--- src/rtl/core/egc_pkg.sv ---
package egc_pkg;

  localparam int unsigned VtxW = 5;
  localparam int unsigned CntW = 6;
  localparam int unsigned VidW = 6;

  localparam logic [CntW-1:0] VcountReset = 6'd32;
  localparam logic [CntW-1:0] OddMax      = 6'd63;
  localparam logic [CntW-1:0] EulerOdd    = 6'd2;

  typedef logic [VtxW-1:0] vtx_t;
  typedef logic [CntW-1:0] cnt_t;
  typedef logic [VidW-1:0] vid_t;

  typedef struct packed {
    logic en;
    vid_t a;
    vid_t b;
  } adj_wr_t;

  typedef struct packed {
    logic en;
    vid_t addr;
  } adj_rd_t;

  typedef struct packed {
    logic accept;
    logic bad;
    logic last;
  } item_t;

  typedef struct packed {
    logic is_connected;
    logic is_eulerian;
    cnt_t odd_vertex_count;
    logic bad_edge_seen;
  } egc_res_t;

endpackage

--- src/rtl/core/egc_ifs.sv ---
interface egc_cfg_if;
  logic              valid;
  logic              ready;
  egc_pkg::cnt_t     vertex_count;

  modport source (output valid, vertex_count, input ready);
  modport sink (input valid, vertex_count, output ready);
endinterface

interface egc_edge_if;
  logic              valid;
  logic              ready;
  logic              edge_valid;
  egc_pkg::vtx_t     end_a;
  egc_pkg::vtx_t     end_b;
  logic              last_item;

  modport source (output valid, edge_valid, end_a, end_b, last_item, input ready);
  modport sink (input valid, edge_valid, end_a, end_b, last_item, output ready);
endinterface

interface egc_res_if;
  logic              valid;
  logic              ready;
  logic              is_connected;
  logic              is_eulerian;
  egc_pkg::cnt_t     odd_vertex_count;
  logic              bad_edge_seen;

  modport source (output valid, is_connected, is_eulerian, odd_vertex_count, bad_edge_seen,
                  input ready);
  modport sink (input valid, is_connected, is_eulerian, odd_vertex_count, bad_edge_seen,
                output ready);
endinterface

--- src/rtl/core/eulerian_graph_check.sv ---
// Eulerian path check for an undirected multigraph.
// The edge channel carries one word per edge: edge_valid, the endpoints end_a and
// end_b, and last_item, which closes the graph. Edges load at one word per cycle.
// An endpoint at or above vertex_count or MAX_VERTICES drops the edge and sets bad_edge_seen.
// The word that has last_item set (its edge is loaded first) starts the evaluation:
// a serial pass over all MAX_VERTICES vertices counts the odd-degree ones, then a walk
// from the lowest vertex with edges reads one adjacency row per visited vertex.
// The adjacency memories have a single read port, so for each reached vertex the
// walk issues a read and then merges the returned row. The edge channel holds
// ready low during evaluation and until the result enters the output register.
// The result channel is a registered stage, so loading of the next graph resumes
// while the receiver stalls; a second result waits until the first is taken.
// The configuration channel is always ready and writes vertex_count; it must be
// written only while no graph is being evaluated.
// Reset empties the graph, drops any pending result and sets vertex_count to 32.
module eulerian_graph_check #(
  parameter int unsigned MAX_VERTICES = 32
) (
  input  logic     clk_i,
  input  logic     rst_ni,
  egc_cfg_if.sink  cfg_i,
  egc_edge_if.sink edge_i,
  egc_res_if.source res_o
);

  egc_pkg::cnt_t           vcount_q;
  logic [MAX_VERTICES-1:0] vmask;
  logic                    in_a;
  logic                    in_b;
  egc_pkg::item_t          item;
  egc_pkg::adj_wr_t        wr;
  egc_pkg::adj_rd_t        rd;
  logic [MAX_VERTICES-1:0] row;
  logic                    clear;
  logic                    idle;
  logic                    res_vld;
  logic                    res_take;
  egc_pkg::egc_res_t       res;
  logic                    out_vld_q;
  egc_pkg::egc_res_t       out_q;

  always_ff @(posedge clk_i or negedge rst_ni) begin
    if (!rst_ni) begin
      vcount_q <= egc_pkg::VcountReset;
    end else if (cfg_i.valid && cfg_i.ready) begin
      vcount_q <= cfg_i.vertex_count;
    end
  end

  assign cfg_i.ready = 1'b1;

  always_comb begin
    for (int k = 0; k < MAX_VERTICES; k++) begin
      vmask[k] = ({1'b0, vcount_q} > 7'(k));
    end
  end

  assign in_a = ({2'b0, edge_i.end_a} < {1'b0, vcount_q}) &&
                ({2'b0, edge_i.end_a} < 7'(MAX_VERTICES));
  assign in_b = ({2'b0, edge_i.end_b} < {1'b0, vcount_q}) &&
                ({2'b0, edge_i.end_b} < 7'(MAX_VERTICES));

  assign edge_i.ready = idle;
  assign item.accept  = edge_i.valid && edge_i.ready;
  assign item.bad     = item.accept && edge_i.edge_valid && !(in_a && in_b);
  assign item.last    = edge_i.last_item;
  assign wr.en        = item.accept && edge_i.edge_valid && in_a && in_b;
  assign wr.a         = egc_pkg::vid_t'(edge_i.end_a);
  assign wr.b         = egc_pkg::vid_t'(edge_i.end_b);

  egc_adj_mem #(
    .MAX_VERTICES(MAX_VERTICES)
  ) u_adj_mem (
    .clk_i   (clk_i),
    .rst_ni  (rst_ni),
    .clear_i (clear),
    .wr_i    (wr),
    .rd_i    (rd),
    .row_o   (row)
  );

  egc_walk #(
    .MAX_VERTICES(MAX_VERTICES)
  ) u_walk (
    .clk_i      (clk_i),
    .rst_ni     (rst_ni),
    .item_i     (item),
    .wr_i       (wr),
    .mask_i     (vmask),
    .row_i      (row),
    .res_take_i (res_take),
    .idle_o     (idle),
    .rd_o       (rd),
    .clear_o    (clear),
    .res_vld_o  (res_vld),
    .res_o      (res)
  );

  assign res_take = !out_vld_q || res_o.ready;

  always_ff @(posedge clk_i or negedge rst_ni) begin
    if (!rst_ni) begin
      out_vld_q <= 1'b0;
    end else if (res_vld && res_take) begin
      out_vld_q <= 1'b1;
    end else if (res_o.ready) begin
      out_vld_q <= 1'b0;
    end
  end

  always_ff @(posedge clk_i) begin
    if (res_vld && res_take) begin
      out_q <= res;
    end
  end

  assign res_o.valid            = out_vld_q;
  assign res_o.is_connected     = out_q.is_connected;
  assign res_o.is_eulerian      = out_q.is_eulerian;
  assign res_o.odd_vertex_count = out_q.odd_vertex_count;
  assign res_o.bad_edge_seen    = out_q.bad_edge_seen;

endmodule

--- src/rtl/core/egc_adj_mem.sv ---
module egc_adj_mem #(
  parameter int unsigned MAX_VERTICES = 32
) (
  input  logic                    clk_i,
  input  logic                    rst_ni,
  input  logic                    clear_i,
  input  egc_pkg::adj_wr_t        wr_i,
  input  egc_pkg::adj_rd_t        rd_i,
  output logic [MAX_VERTICES-1:0] row_o
);

  localparam int unsigned IdxW = $clog2(MAX_VERTICES);

  // Each edge is written once into each memory: the forward memory holds row a with
  // bit b, the reverse memory holds row b with bit a. Their union is the symmetric row.
  logic [MAX_VERTICES-1:0] fwd_mem [MAX_VERTICES];
  logic [MAX_VERTICES-1:0] rev_mem [MAX_VERTICES];

  logic [MAX_VERTICES-1:0] fwd_vld_q;
  logic [MAX_VERTICES-1:0] rev_vld_q;
  logic                    fwd_hit_q;
  logic                    rev_hit_q;
  logic [MAX_VERTICES-1:0] fwd_rd_q;
  logic [MAX_VERTICES-1:0] rev_rd_q;

  logic [IdxW-1:0]         wa;
  logic [IdxW-1:0]         wb;
  logic [IdxW-1:0]         ra;
  logic [MAX_VERTICES-1:0] bit_a;
  logic [MAX_VERTICES-1:0] bit_b;

  assign wa    = wr_i.a[IdxW-1:0];
  assign wb    = wr_i.b[IdxW-1:0];
  assign ra    = rd_i.addr[IdxW-1:0];
  assign bit_a = {{(MAX_VERTICES-1){1'b0}}, 1'b1} << wa;
  assign bit_b = {{(MAX_VERTICES-1){1'b0}}, 1'b1} << wb;

  always_ff @(posedge clk_i) begin
    if (wr_i.en) begin
      if (fwd_vld_q[wa]) begin
        fwd_mem[wa][wb] <= 1'b1;
      end else begin
        fwd_mem[wa] <= bit_b;
      end
      if (rev_vld_q[wb]) begin
        rev_mem[wb][wa] <= 1'b1;
      end else begin
        rev_mem[wb] <= bit_a;
      end
    end
    if (rd_i.en) begin
      fwd_rd_q <= fwd_mem[ra];
      rev_rd_q <= rev_mem[ra];
    end
  end

  always_ff @(posedge clk_i or negedge rst_ni) begin
    if (!rst_ni) begin
      fwd_vld_q <= '0;
      rev_vld_q <= '0;
      fwd_hit_q <= 1'b0;
      rev_hit_q <= 1'b0;
    end else begin
      if (clear_i) begin
        fwd_vld_q <= '0;
        rev_vld_q <= '0;
      end else if (wr_i.en) begin
        fwd_vld_q[wa] <= 1'b1;
        rev_vld_q[wb] <= 1'b1;
      end
      if (rd_i.en) begin
        fwd_hit_q <= fwd_vld_q[ra];
        rev_hit_q <= rev_vld_q[ra];
      end
    end
  end

  assign row_o = (fwd_hit_q ? fwd_rd_q : '0) | (rev_hit_q ? rev_rd_q : '0);

endmodule

--- src/rtl/core/egc_walk.sv ---
module egc_walk #(
  parameter int unsigned MAX_VERTICES = 32
) (
  input  logic                    clk_i,
  input  logic                    rst_ni,
  input  egc_pkg::item_t          item_i,
  input  egc_pkg::adj_wr_t        wr_i,
  input  logic [MAX_VERTICES-1:0] mask_i,
  input  logic [MAX_VERTICES-1:0] row_i,
  input  logic                    res_take_i,
  output logic                    idle_o,
  output egc_pkg::adj_rd_t        rd_o,
  output logic                    clear_o,
  output logic                    res_vld_o,
  output egc_pkg::egc_res_t       res_o
);

  localparam int unsigned IdxW = $clog2(MAX_VERTICES);

  localparam logic [2:0] StLoad   = 3'd0;
  localparam logic [2:0] StCount  = 3'd1;
  localparam logic [2:0] StIssue  = 3'd2;
  localparam logic [2:0] StUpdate = 3'd3;
  localparam logic [2:0] StDone   = 3'd4;

  logic [2:0]              state_q, state_d;
  logic [MAX_VERTICES-1:0] parity_q, parity_d;
  logic [MAX_VERTICES-1:0] has_q, has_d;
  logic [MAX_VERTICES-1:0] visited_q, visited_d;
  logic [MAX_VERTICES-1:0] expanded_q, expanded_d;
  logic                    bad_q, bad_d;
  egc_pkg::cnt_t           odd_q, odd_d;
  logic [IdxW-1:0]         idx_q, idx_d;

  logic [MAX_VERTICES-1:0] bit_a;
  logic [MAX_VERTICES-1:0] bit_b;
  logic [MAX_VERTICES-1:0] live;
  logic [MAX_VERTICES-1:0] pending;
  logic [MAX_VERTICES-1:0] pick;
  logic [IdxW-1:0]         pick_idx;
  logic                    par_bit;
  logic                    conn;

  assign bit_a   = {{(MAX_VERTICES-1){1'b0}}, 1'b1} << wr_i.a[IdxW-1:0];
  assign bit_b   = {{(MAX_VERTICES-1){1'b0}}, 1'b1} << wr_i.b[IdxW-1:0];
  assign live    = has_q & mask_i;
  assign pending = visited_q & ~expanded_q;
  assign pick    = pending & (~pending + {{(MAX_VERTICES-1){1'b0}}, 1'b1});
  assign par_bit = parity_q[idx_q] & mask_i[idx_q];
  assign conn    = (live != '0) && ((live & ~visited_q) == '0);

  always_comb begin
    pick_idx = '0;
    for (int k = 0; k < MAX_VERTICES; k++) begin
      if (pick[k]) begin
        pick_idx = IdxW'(k);
      end
    end
  end

  assign idle_o                 = (state_q == StLoad);
  assign res_o.is_connected     = conn;
  assign res_o.is_eulerian      = conn && (odd_q == '0 || odd_q == egc_pkg::EulerOdd);
  assign res_o.odd_vertex_count = odd_q;
  assign res_o.bad_edge_seen    = bad_q;

  always_comb begin
    state_d    = state_q;
    parity_d   = parity_q;
    has_d      = has_q;
    visited_d  = visited_q;
    expanded_d = expanded_q;
    bad_d      = bad_q;
    odd_d      = odd_q;
    idx_d      = idx_q;
    rd_o.en    = 1'b0;
    rd_o.addr  = '0;
    clear_o    = 1'b0;
    res_vld_o  = 1'b0;
    case (state_q)
      StLoad: begin
        if (item_i.accept) begin
          if (wr_i.en) begin
            // A self-loop flips the same bit twice and leaves the parity unchanged.
            has_d    = has_q | bit_a | bit_b;
            parity_d = parity_q ^ bit_a ^ bit_b;
          end
          if (item_i.bad) begin
            bad_d = 1'b1;
          end
          if (item_i.last) begin
            idx_d   = '0;
            odd_d   = '0;
            state_d = StCount;
          end
        end
      end
      StCount: begin
        if (par_bit && odd_q != egc_pkg::OddMax) begin
          odd_d = odd_q + 1'b1;
        end
        idx_d = idx_q + 1'b1;
        if (idx_q == IdxW'(MAX_VERTICES - 1)) begin
          visited_d  = live & (~live + {{(MAX_VERTICES-1){1'b0}}, 1'b1});
          expanded_d = '0;
          state_d    = StIssue;
        end
      end
      StIssue: begin
        if (pending == '0) begin
          state_d = StDone;
        end else begin
          rd_o.en    = 1'b1;
          rd_o.addr  = egc_pkg::vid_t'(pick_idx);
          expanded_d = expanded_q | pick;
          state_d    = StUpdate;
        end
      end
      StUpdate: begin
        visited_d = visited_q | (row_i & mask_i);
        state_d   = StIssue;
      end
      StDone: begin
        res_vld_o = 1'b1;
        if (res_take_i) begin
          clear_o    = 1'b1;
          parity_d   = '0;
          has_d      = '0;
          visited_d  = '0;
          expanded_d = '0;
          bad_d      = 1'b0;
          state_d    = StLoad;
        end
      end
      default: begin
        state_d = StLoad;
      end
    endcase
  end

  always_ff @(posedge clk_i or negedge rst_ni) begin
    if (!rst_ni) begin
      state_q    <= StLoad;
      parity_q   <= '0;
      has_q      <= '0;
      visited_q  <= '0;
      expanded_q <= '0;
      bad_q      <= 1'b0;
      odd_q      <= '0;
      idx_q      <= '0;
    end else begin
      state_q    <= state_d;
      parity_q   <= parity_d;
      has_q      <= has_d;
      visited_q  <= visited_d;
      expanded_q <= expanded_d;
      bad_q      <= bad_d;
      odd_q      <= odd_d;
      idx_q      <= idx_d;
    end
  end

  a_expanded_visited: assert property (@(posedge clk_i) disable iff (!rst_ni)
    (expanded_q & ~visited_q) == '0)
    else $error("expanded vertex was never marked visited");

  a_update_after_issue: assert property (@(posedge clk_i) disable iff (!rst_ni)
    state_q == StUpdate |-> $past(state_q) == StIssue && $past(rd_o.en))
    else $error("row update without a preceding read");

  a_load_clean: assert property (@(posedge clk_i) disable iff (!rst_ni)
    state_q == StLoad |-> visited_q == '0 && expanded_q == '0)
    else $error("walk state not cleared while loading");

  a_no_write_in_walk: assert property (@(posedge clk_i) disable iff (!rst_ni)
    wr_i.en |-> state_q == StLoad)
    else $error("adjacency write outside of loading");

endmodule

--- src/flat_wrapper.sv ---
// flat-port wrapper written by rule: the top's interface ports become plain ports
module eulerian_graph_check_flat 
#(
  parameter int unsigned MAX_VERTICES = 32
)
  (clk_i, rst_ni, cfg_i_valid, cfg_i_vertex_count, cfg_i_ready, edge_i_valid, edge_i_edge_valid, edge_i_end_a, edge_i_end_b, edge_i_last_item, edge_i_ready, res_o_valid, res_o_is_connected, res_o_is_eulerian, res_o_odd_vertex_count, res_o_bad_edge_seen, res_o_ready);
  egc_cfg_if cfg_i_i ();
  egc_edge_if edge_i_i ();
  egc_res_if res_o_i ();
  input  logic clk_i;
  input  logic rst_ni;
  input wire logic [$bits(cfg_i_i.valid)-1:0] cfg_i_valid;
  input wire logic [$bits(cfg_i_i.vertex_count)-1:0] cfg_i_vertex_count;
  output wire logic [$bits(cfg_i_i.ready)-1:0] cfg_i_ready;
  input wire logic [$bits(edge_i_i.valid)-1:0] edge_i_valid;
  input wire logic [$bits(edge_i_i.edge_valid)-1:0] edge_i_edge_valid;
  input wire logic [$bits(edge_i_i.end_a)-1:0] edge_i_end_a;
  input wire logic [$bits(edge_i_i.end_b)-1:0] edge_i_end_b;
  input wire logic [$bits(edge_i_i.last_item)-1:0] edge_i_last_item;
  output wire logic [$bits(edge_i_i.ready)-1:0] edge_i_ready;
  output wire logic [$bits(res_o_i.valid)-1:0] res_o_valid;
  output wire logic [$bits(res_o_i.is_connected)-1:0] res_o_is_connected;
  output wire logic [$bits(res_o_i.is_eulerian)-1:0] res_o_is_eulerian;
  output wire logic [$bits(res_o_i.odd_vertex_count)-1:0] res_o_odd_vertex_count;
  output wire logic [$bits(res_o_i.bad_edge_seen)-1:0] res_o_bad_edge_seen;
  input wire logic [$bits(res_o_i.ready)-1:0] res_o_ready;
  assign cfg_i_i.valid = cfg_i_valid;
  assign cfg_i_i.vertex_count = cfg_i_vertex_count;
  assign cfg_i_ready = cfg_i_i.ready;
  assign edge_i_i.valid = edge_i_valid;
  assign edge_i_i.edge_valid = edge_i_edge_valid;
  assign edge_i_i.end_a = edge_i_end_a;
  assign edge_i_i.end_b = edge_i_end_b;
  assign edge_i_i.last_item = edge_i_last_item;
  assign edge_i_ready = edge_i_i.ready;
  assign res_o_valid = res_o_i.valid;
  assign res_o_is_connected = res_o_i.is_connected;
  assign res_o_is_eulerian = res_o_i.is_eulerian;
  assign res_o_odd_vertex_count = res_o_i.odd_vertex_count;
  assign res_o_bad_edge_seen = res_o_i.bad_edge_seen;
  assign res_o_i.ready = res_o_ready;
  eulerian_graph_check #(.MAX_VERTICES(MAX_VERTICES)) u_core (.clk_i(clk_i), .rst_ni(rst_ni), .cfg_i(cfg_i_i), .edge_i(edge_i_i), .res_o(res_o_i));
endmodule
--- config.mk ---
export PLATFORM = sky130hd
export DESIGN_NAME = eulerian_graph_check_flat
export DESIGN_NICKNAME = d
export VERILOG_FILES = /design/src/rtl/core/egc_pkg.sv /design/src/rtl/core/egc_ifs.sv /design/src/rtl/core/eulerian_graph_check.sv /design/src/rtl/core/egc_adj_mem.sv /design/src/rtl/core/egc_walk.sv /design/src/flat_wrapper.sv
export SDC_FILE = /design/constraint.sdc
export NUM_CORES = 2
export LEC_CHECK = 0
export ABC_AREA = 1
export BUFFER_PORTS_ARGS = -buffer_cell sky130_fd_sc_hd__buf_2
export CORE_UTILIZATION = 62
export CTS_BUF_LIST = sky130_fd_sc_hd__clkbuf_16
export CTS_CLUSTER_DIAMETER = 50
export DETAILED_ROUTE_END_ITERATION = 6
export GPL_ROUTABILITY_DRIVEN = 0
export PLACE_DENSITY = 0.81
export SLEW_MARGIN = 5
export SYNTH_ARGS = -nofsm -noshare
export SYNTH_HDL_FRONTEND = slang
export SYNTH_SLANG_ARGS = --single-unit
export TNS_END_PERCENT = 20
--- constraint.sdc ---
create_clock -name clk_i -period 5.5 [get_ports clk_i]
set_input_delay 0.275 -clock clk_i [delete_from_list [all_inputs] [get_ports clk_i]]
set_output_delay 0.275 -clock clk_i [all_outputs]
set_load 0.02 [all_outputs]
After elaboration in Yosys (flattened, before gate mapping)
Memory sizes are Yosys's and may differ from the RTL's. A register that Yosys moved wholly into a read port is not among the register bits.
Cells that the tools add are included.
Operators by class
  multiplexer cells: 165
  shift-type cells: 2
  reductions and logical operators: 34
  add/subtract/negate cells: 4
  bitwise logic cells: 84
  order comparisons: 40
  equal/unequal tests: 15
Operators with widths (number)
  32-bit 2-to-1 mux: 16
  32-bit bitwise OR: 7
  32-bit bitwise AND: 6
  32-bit case mux with 3 select lines: 2
  5-bit 2-to-1 mux: 31
  32-bit NOT: 4
  32-bit case mux with 2 select lines: 2
  6-bit by 5-bit > comparator with 1-bit output, second input constant: 16
  1-bit 2-to-1 mux: 91
  32-bit by 1-bit adder with 32-bit output, second input constant: 2
  32-bit zero test: 2
  1-bit bitwise OR: 64
  1-bit by 5-bit left shift with 32-bit output, first input constant: 2
  32-bit XOR: 2
  6-bit by 4-bit > comparator with 1-bit output, second input constant: 8
  32-bit nonzero test: 1
  1-bit binary-select mux with 5-bit select: 6
  6-bit by 3-bit > comparator with 1-bit output, second input constant: 4
  5-bit by 6-bit less-than comparator with 1-bit output, second input constant: 4
  4-bit AND reduction: 5
  6-bit 2-to-1 mux: 3
  3-bit 2-to-1 mux: 5
  3-bit case mux with 5 select lines: 1
  7-bit 2-to-1 mux: 2
  28 further kinds: 58
Word-level totals
  register bits after elaboration: 225
  logic and storage cells: 364
  memories kept: 2
  RAM bits: 2048
  input port bits: 23
  output and inout port bits: 12
Memory list
  u_core.u_adj_mem.fwd_mem: words 32, width 32, read ports 1, clocked after memory_dff 1, write ports 1, line egc_adj_mem.sv:16  | logic [MAX_VERTICES-1:0] fwd_mem [MAX_VERTICES];
  u_core.u_adj_mem.rev_mem: words 32, width 32, read ports 1, clocked after memory_dff 1, write ports 1, line egc_adj_mem.sv:17  | logic [MAX_VERTICES-1:0] rev_mem [MAX_VERTICES];

Depth between registers and ports, before layout
  depth in word-level cells: 40
  depth in mapped cells: 24
  mapped depth without buffers: 23

Hierarchy
Synthesis repeated with hierarchy kept, for this count alone.
Unflattened totals
  cell total of the unflattened synthesis: 10934
  area total of the unflattened synthesis: 109271.0 µm²
By module, submodules not included
  egc_adj_mem: sequential area each 65072.4 µm², area each 98609.6 µm², instances 1, cells an instance 9451
  egc_walk: sequential area each 3578.4 µm², area each 9554.2 µm², instances 1, cells an instance 1334
  eulerian_graph_check: sequential area each 446.7 µm², area each 1107.3 µm², instances 1, cells an instance 149

Least setup slack after synthesis
No wires, ideal clock.
  kind: register -> register
  from: reg u_core.u_walk.expanded_q[1]
  to: reg u_core.u_adj_mem.rev_rd_q[10] (read register of u_core.u_adj_mem.rev_mem) (data pin)
  cell stages (with the launch flop): 18
  buffers on the path: 2
  path slack: 1.832 ns
  setup time: 0.131 ns
  data required time: 5.369 ns
  arrival time: 3.538 ns
  clock period less this slack: 3.668 ns
  path through: dfrtp_1 -> inv_1 -> nand2_1 -> nand2_2 -> nor2_4 -> nand2_4 -> nor3_2 -> nand4_1 -> nor2_2 -> nand3_1 -> nand2_1 -> inv_1 -> o21ai_1 -> inv_1 -> buf_2 -> buf_1 -> nand3_1 -> nand2_1
RTL lines
  start: declaration: line egc_walk.sv:30  | logic [MAX_VERTICES-1:0] expanded_q, expanded_d;
  start signal: assignment: line egc_walk.sv:156  | expanded_q <= expanded_d;
  end: declaration: line egc_adj_mem.sv:24  | logic [MAX_VERTICES-1:0] rev_rd_q;

Final worst setup path
  from: reg u_core.vcount_q[1]
  to: mem u_core.u_adj_mem.fwd_mem[13][15], enable pin
On the way
  longest elaborated chain between the ends: 6
  elaborated cells on any way between the ends: 9
  those cells by class: order compare: 2; mux: 4; bitwise: 1; reduce/logical: 2
RTL lines
  start: declaration: line eulerian_graph_check.sv:26  | egc_pkg::cnt_t vcount_q;
  start signal: assignment: line eulerian_graph_check.sv:44  | vcount_q <= egc_pkg::VcountReset;
  start signal: assignment: line eulerian_graph_check.sv:46  | vcount_q <= cfg_i.vertex_count;
  5-bit by 6-bit less-than comparator with 1-bit output: line eulerian_graph_check.sv:58  | assign in_a = ({2'b0, edge_i.end_a} < {1'b0, vcount_q}) &&
  1-bit logical AND: line eulerian_graph_check.sv:67  | assign wr.en = item.accept && edge_i.edge_valid && in_a && in_b;
  1-bit logical AND (*): line eulerian_graph_check.sv:67
  1-bit 2-to-1 mux: line egc_adj_mem.sv:39  | if (wr_i.en) begin
  32-bit 2-to-1 mux (not written as such) or 1-bit 2-to-1 mux (tied branches): line egc_adj_mem.sv:41, egc_adj_mem.sv:43
  1-bit bitwise OR (no source line) (*)
  end: declaration: line egc_adj_mem.sv:16
Every way passes the cells marked *; elsewhere a longest branch is shown, timed or not.

==> results_dict.tcl <==
set metrics [dict create \
    die_w_um 416 \
    cp.depth 12 \
    num_rows 151 \
    grt_first_pass_wirelength_um 502000 \
    core_area_mm2 0.170 \
    hp-class "in2reg" \
    clk_latency_ps 920 \
    synth_common_cells "nor2_1 (2319), edfxtp_1 (2121), nand2_1 (1949)" \
    startpoint "u_core.vcount_q[1]$_DFFE_PN0P_" \
    antenna_found_initial 10 \
    synth-warning-count 0 \
    peakVddDrop_mv 0.984 \
    first_global_vias 81500 \
    ant_nets 0 \
    crit_arrival_ps 5500 \
    drt_iter0_drc 16800 \
    ys_async_sr_fraction_pct 9.24 \
    crit_required_ps 6090 \
    grt_start_max_net_pins 175 \
    nNetsFinal 10400 \
    synth_seq_cells 2337 \
    critPathCapture "u_core.u_adj_mem.fwd_mem[13][15]$_DFFE_PP_" \
    path_buf_inv 3 \
    path_cells "inv_2, ha_1, o21ai_0, nand2_1, a221oi_1, nand3_1, nor2_4, inv_2, buf_4, nor2_1, nor2_2, nor2_1" \
    violations "design-rule violations, max-capacitance violations, max-slew violations" \
    fill_cells 11900 \
    grt_setup_unrepaired "false" \
    critical_path_class "reg2reg" \
    routed-via-count 86600 \
    final_layout_size_suffix_gt1_share_pct 7.60 \
    die_area_mm2 0.173 \
    period_share_pct 89.2 \
    syn_area_per_cell_um2 9.87 \
    relSlewSlack_pct -3.16 \
    drc 569 \
    ff2ff_path_depth 12 \
    tritoncts "built" \
    worstSetupStartpointType "register" \
    syn2layout_area_growth_pct 8.33 \
    die_h_um 416 \
    numCtsBuffers 223 \
    portBuffers 33 \
    synth_top_area_share_pct 59.9 \
    start_util_pct 62.6 \
    tns_ps 0 \
    clkSinkCount 2337 \
    cts-root-buf "clkbuf_16" \
    post-cts-setup-buffers 0 \
    fin_ws_ps 594 \
    path_clk_slew_ps 70 \
    finalHoldViolations 0 \
    synth_most_common_cell "nor2_1" \
    synthTopCellsByArea "edfxtp_1 (60%), nor2_1 (8.2%), nand3_1 (7.3%)" \
    status "complete, but fails checks" \
    min_path_cells 7 \
    r2r-start "u_core.vcount_q[1]$_DFFE_PN0P_" \
    wire_per_inst_um 27.2 \
    ff2ff_setup_slack_ps 590 \
    totalWireLength_um 347000 \
    cpPeakStageDelay_ps 1170 \
    period_minus_slack_ps 4910 \
    routed_via_density 6.78 \
    netlist_area_mm2 0.106 \
    finClkSkew_ps 52.5 \
    powerDensity_mw_per_mm2 427 \
    max_cap_violations 1 \
    synth_edf_count 2121 \
    p_leak_nw 41.0 \
    place_hpwl_um 182000 \
    fmax_mhz 204 \
    finalSetupViolations 0 \
    end_kind "register" \
    synth_top_area_cell "edfxtp_1" \
    synth_cell_types 56 \
    h-tree-depth 4 \
    syn-instance-count 10800 \
    synth_nets 10800 \
    post_cts_resized 0 \
    drv_slew 3 \
    dp_slack_ps 976 \
    critPathSlowestCell "nor2_1" \
    timing.rr.end "u_core.u_adj_mem.fwd_mem[13][15]$_DFFE_PP_" \
    io_pins 35 \
    crit_family "simple AND/OR/NAND/NOR gates" \
    grt_overflow 0 \
    synth_ff_type "edfxtp_1" \
    synth-seq-area-share_pct 65.0 \
    postCtsHoldBufs 27 \
    crit_path_max_fanout 32 \
    tightest_slew_ps 1540 \
    first_pass_iters 7 \
    track_usage_pct 39.2 \
    clk_path_buf_depth 3 \
]
worst register-to-register path: stages, from the launching register on:
cell	delay, ps
dfrtp_1	610
inv_2	230
ha_1	320
o21ai_0	80
nand2_1	100
a221oi_1	310
nand3_1	180
nor2_4	160
inv_2	210
buf_4	290
nor2_1	1170
nor2_2	590
nor2_1	320
logic make-up (layout without fill, tap and decap cells):
kind of cell / after synthesis / after routing / share of synthesized area (%)
flip-flops: 2337 / 2337 / 65.0
AND/OR/NAND/NOR: 5969 / 5969 / 23.3
other: 1 / 9 / 0.00353
AO/OA/AOI/OAI: 1073 / 1073 / 6.03
XOR/XNOR: 40 / 40 / 0.329
adder cells (fa/ha/maj): 13 / 13 / 0.153
buffers and inverters: 1342 / 1109 / 5.19
layout make-up:
cell class,count,area (µm²),share of cell area [%]
Inverter,410,1590,1.38
Sequential cell,2337,69100,60.0
Clock buffer,228,5710,4.95
Timing Repair Buffer,276,2390,2.07
Tap cell,2218,2780,2.41
Antenna cell,8,20.0,0.0174
Multi-Input combinational cell,7096,32000,27.8
Clock inverter,195,1610,1.40
state kept, by name, summed over array words and instances (netlist names), 5 cells and up:
signal / count
u_core.u_adj_mem.fwd_rd_q: 32
u_core.res_o.odd_vertex_count: 6
u_core.u_adj_mem.rev_mem: 1024
u_core.u_adj_mem.fwd_vld_q: 32
u_core.u_walk.odd_q: 6
u_core.vcount_q: 6
u_core.u_adj_mem.rev_vld_q: 32
u_core.u_adj_mem.fwd_mem: 1024
u_core.u_adj_mem.rev_rd_q: 32
u_core.u_walk.has_q: 32
u_core.u_walk.visited_q: 32
u_core.u_walk.expanded_q: 32
u_core.u_walk.parity_q: 32
u_core.u_walk.idx_q: 5
stage by stage:
step	cells	util, %	power (mW)	area, µm²	hold slack [ps]
final	12800	67.8	49.2	115000	149
after global routing	12800	67.8	50.6	115000	151
after CTS	12800	67.8	48.5	115000	63.8
after detailed placement	12300	63.3	33.3	108000	339
after global placement	12300	63.3	33.0	108000	332
after floorplan	10800	-	29.8	106000	-20.6
worst min-delay path by stage:
stage,slack [ps],to,from
floorplan,-20,u_core.res_o.valid$_DFFE_PN0P_,rst_ni
global placement,330,u_core.u_walk.bad_q$_DFFE_PN0P_,rst_ni
detailed placement,340,u_core.u_walk.bad_q$_DFFE_PN0P_,rst_ni
CTS,60,u_core.u_adj_mem.fwd_vld_q[25]$_DFFE_PN0P_,edge_i_end_a[4]
global route,150,u_core.u_adj_mem.fwd_vld_q[27]$_DFFE_PN0P_,edge_i_end_a[4]
finish,150,u_core.u_adj_mem.fwd_vld_q[27]$_DFFE_PN0P_,edge_i_end_a[4]
routing by layer:
metal | share of wire, % | wire [µm] | up-vias | GRT usage [%]
li1 | - | - | 36100 | -
met1 | 31 | 106000 | 40800 | 48.1
met2 | 42 | 147000 | 7596 | 57.5
met3 | 18 | 61200 | 2022 | 14.0
met4 | 9.3 | 32200 | 17 | 28.6
met5 | 0.069 | 240 | - | 0.472
where the power goes:
| part | switching [mW] | internal (mW) |
|---|---|---|
| clock | 7.00 | 8.43 |
| combinational | 9.45 | 3.89 |
| sequential | 0.472 | 20.0 |
layout by cell type, fill, tap and decap left out, types with 39 or more instances in the layout:
| master | synthesis | final |
|---|---|---|
| clkinv_2 | 2 | 63 |
| inv_1 | 362 | 348 |
| inv_2 | 12 | 75 |
| buf_4 | 34 | 191 |
| o21ai_0 | 165 | 165 |
| edfxtp_1 | 2121 | 2121 |
| clkinv_1 | 34 | 59 |
| clkbuf_16 | 0 | 228 |
| nor2_1 | 2319 | 2283 |
| a21oi_1 | 247 | 220 |
| dfrtp_1 | 215 | 215 |
| nand2_1 | 1949 | 1948 |
| xor2_1 | 39 | 39 |
| o22ai_1 | 543 | 543 |
| nand3_1 | 1561 | 1561 |
No activity file was read; power rests on OpenSTA's default activity.
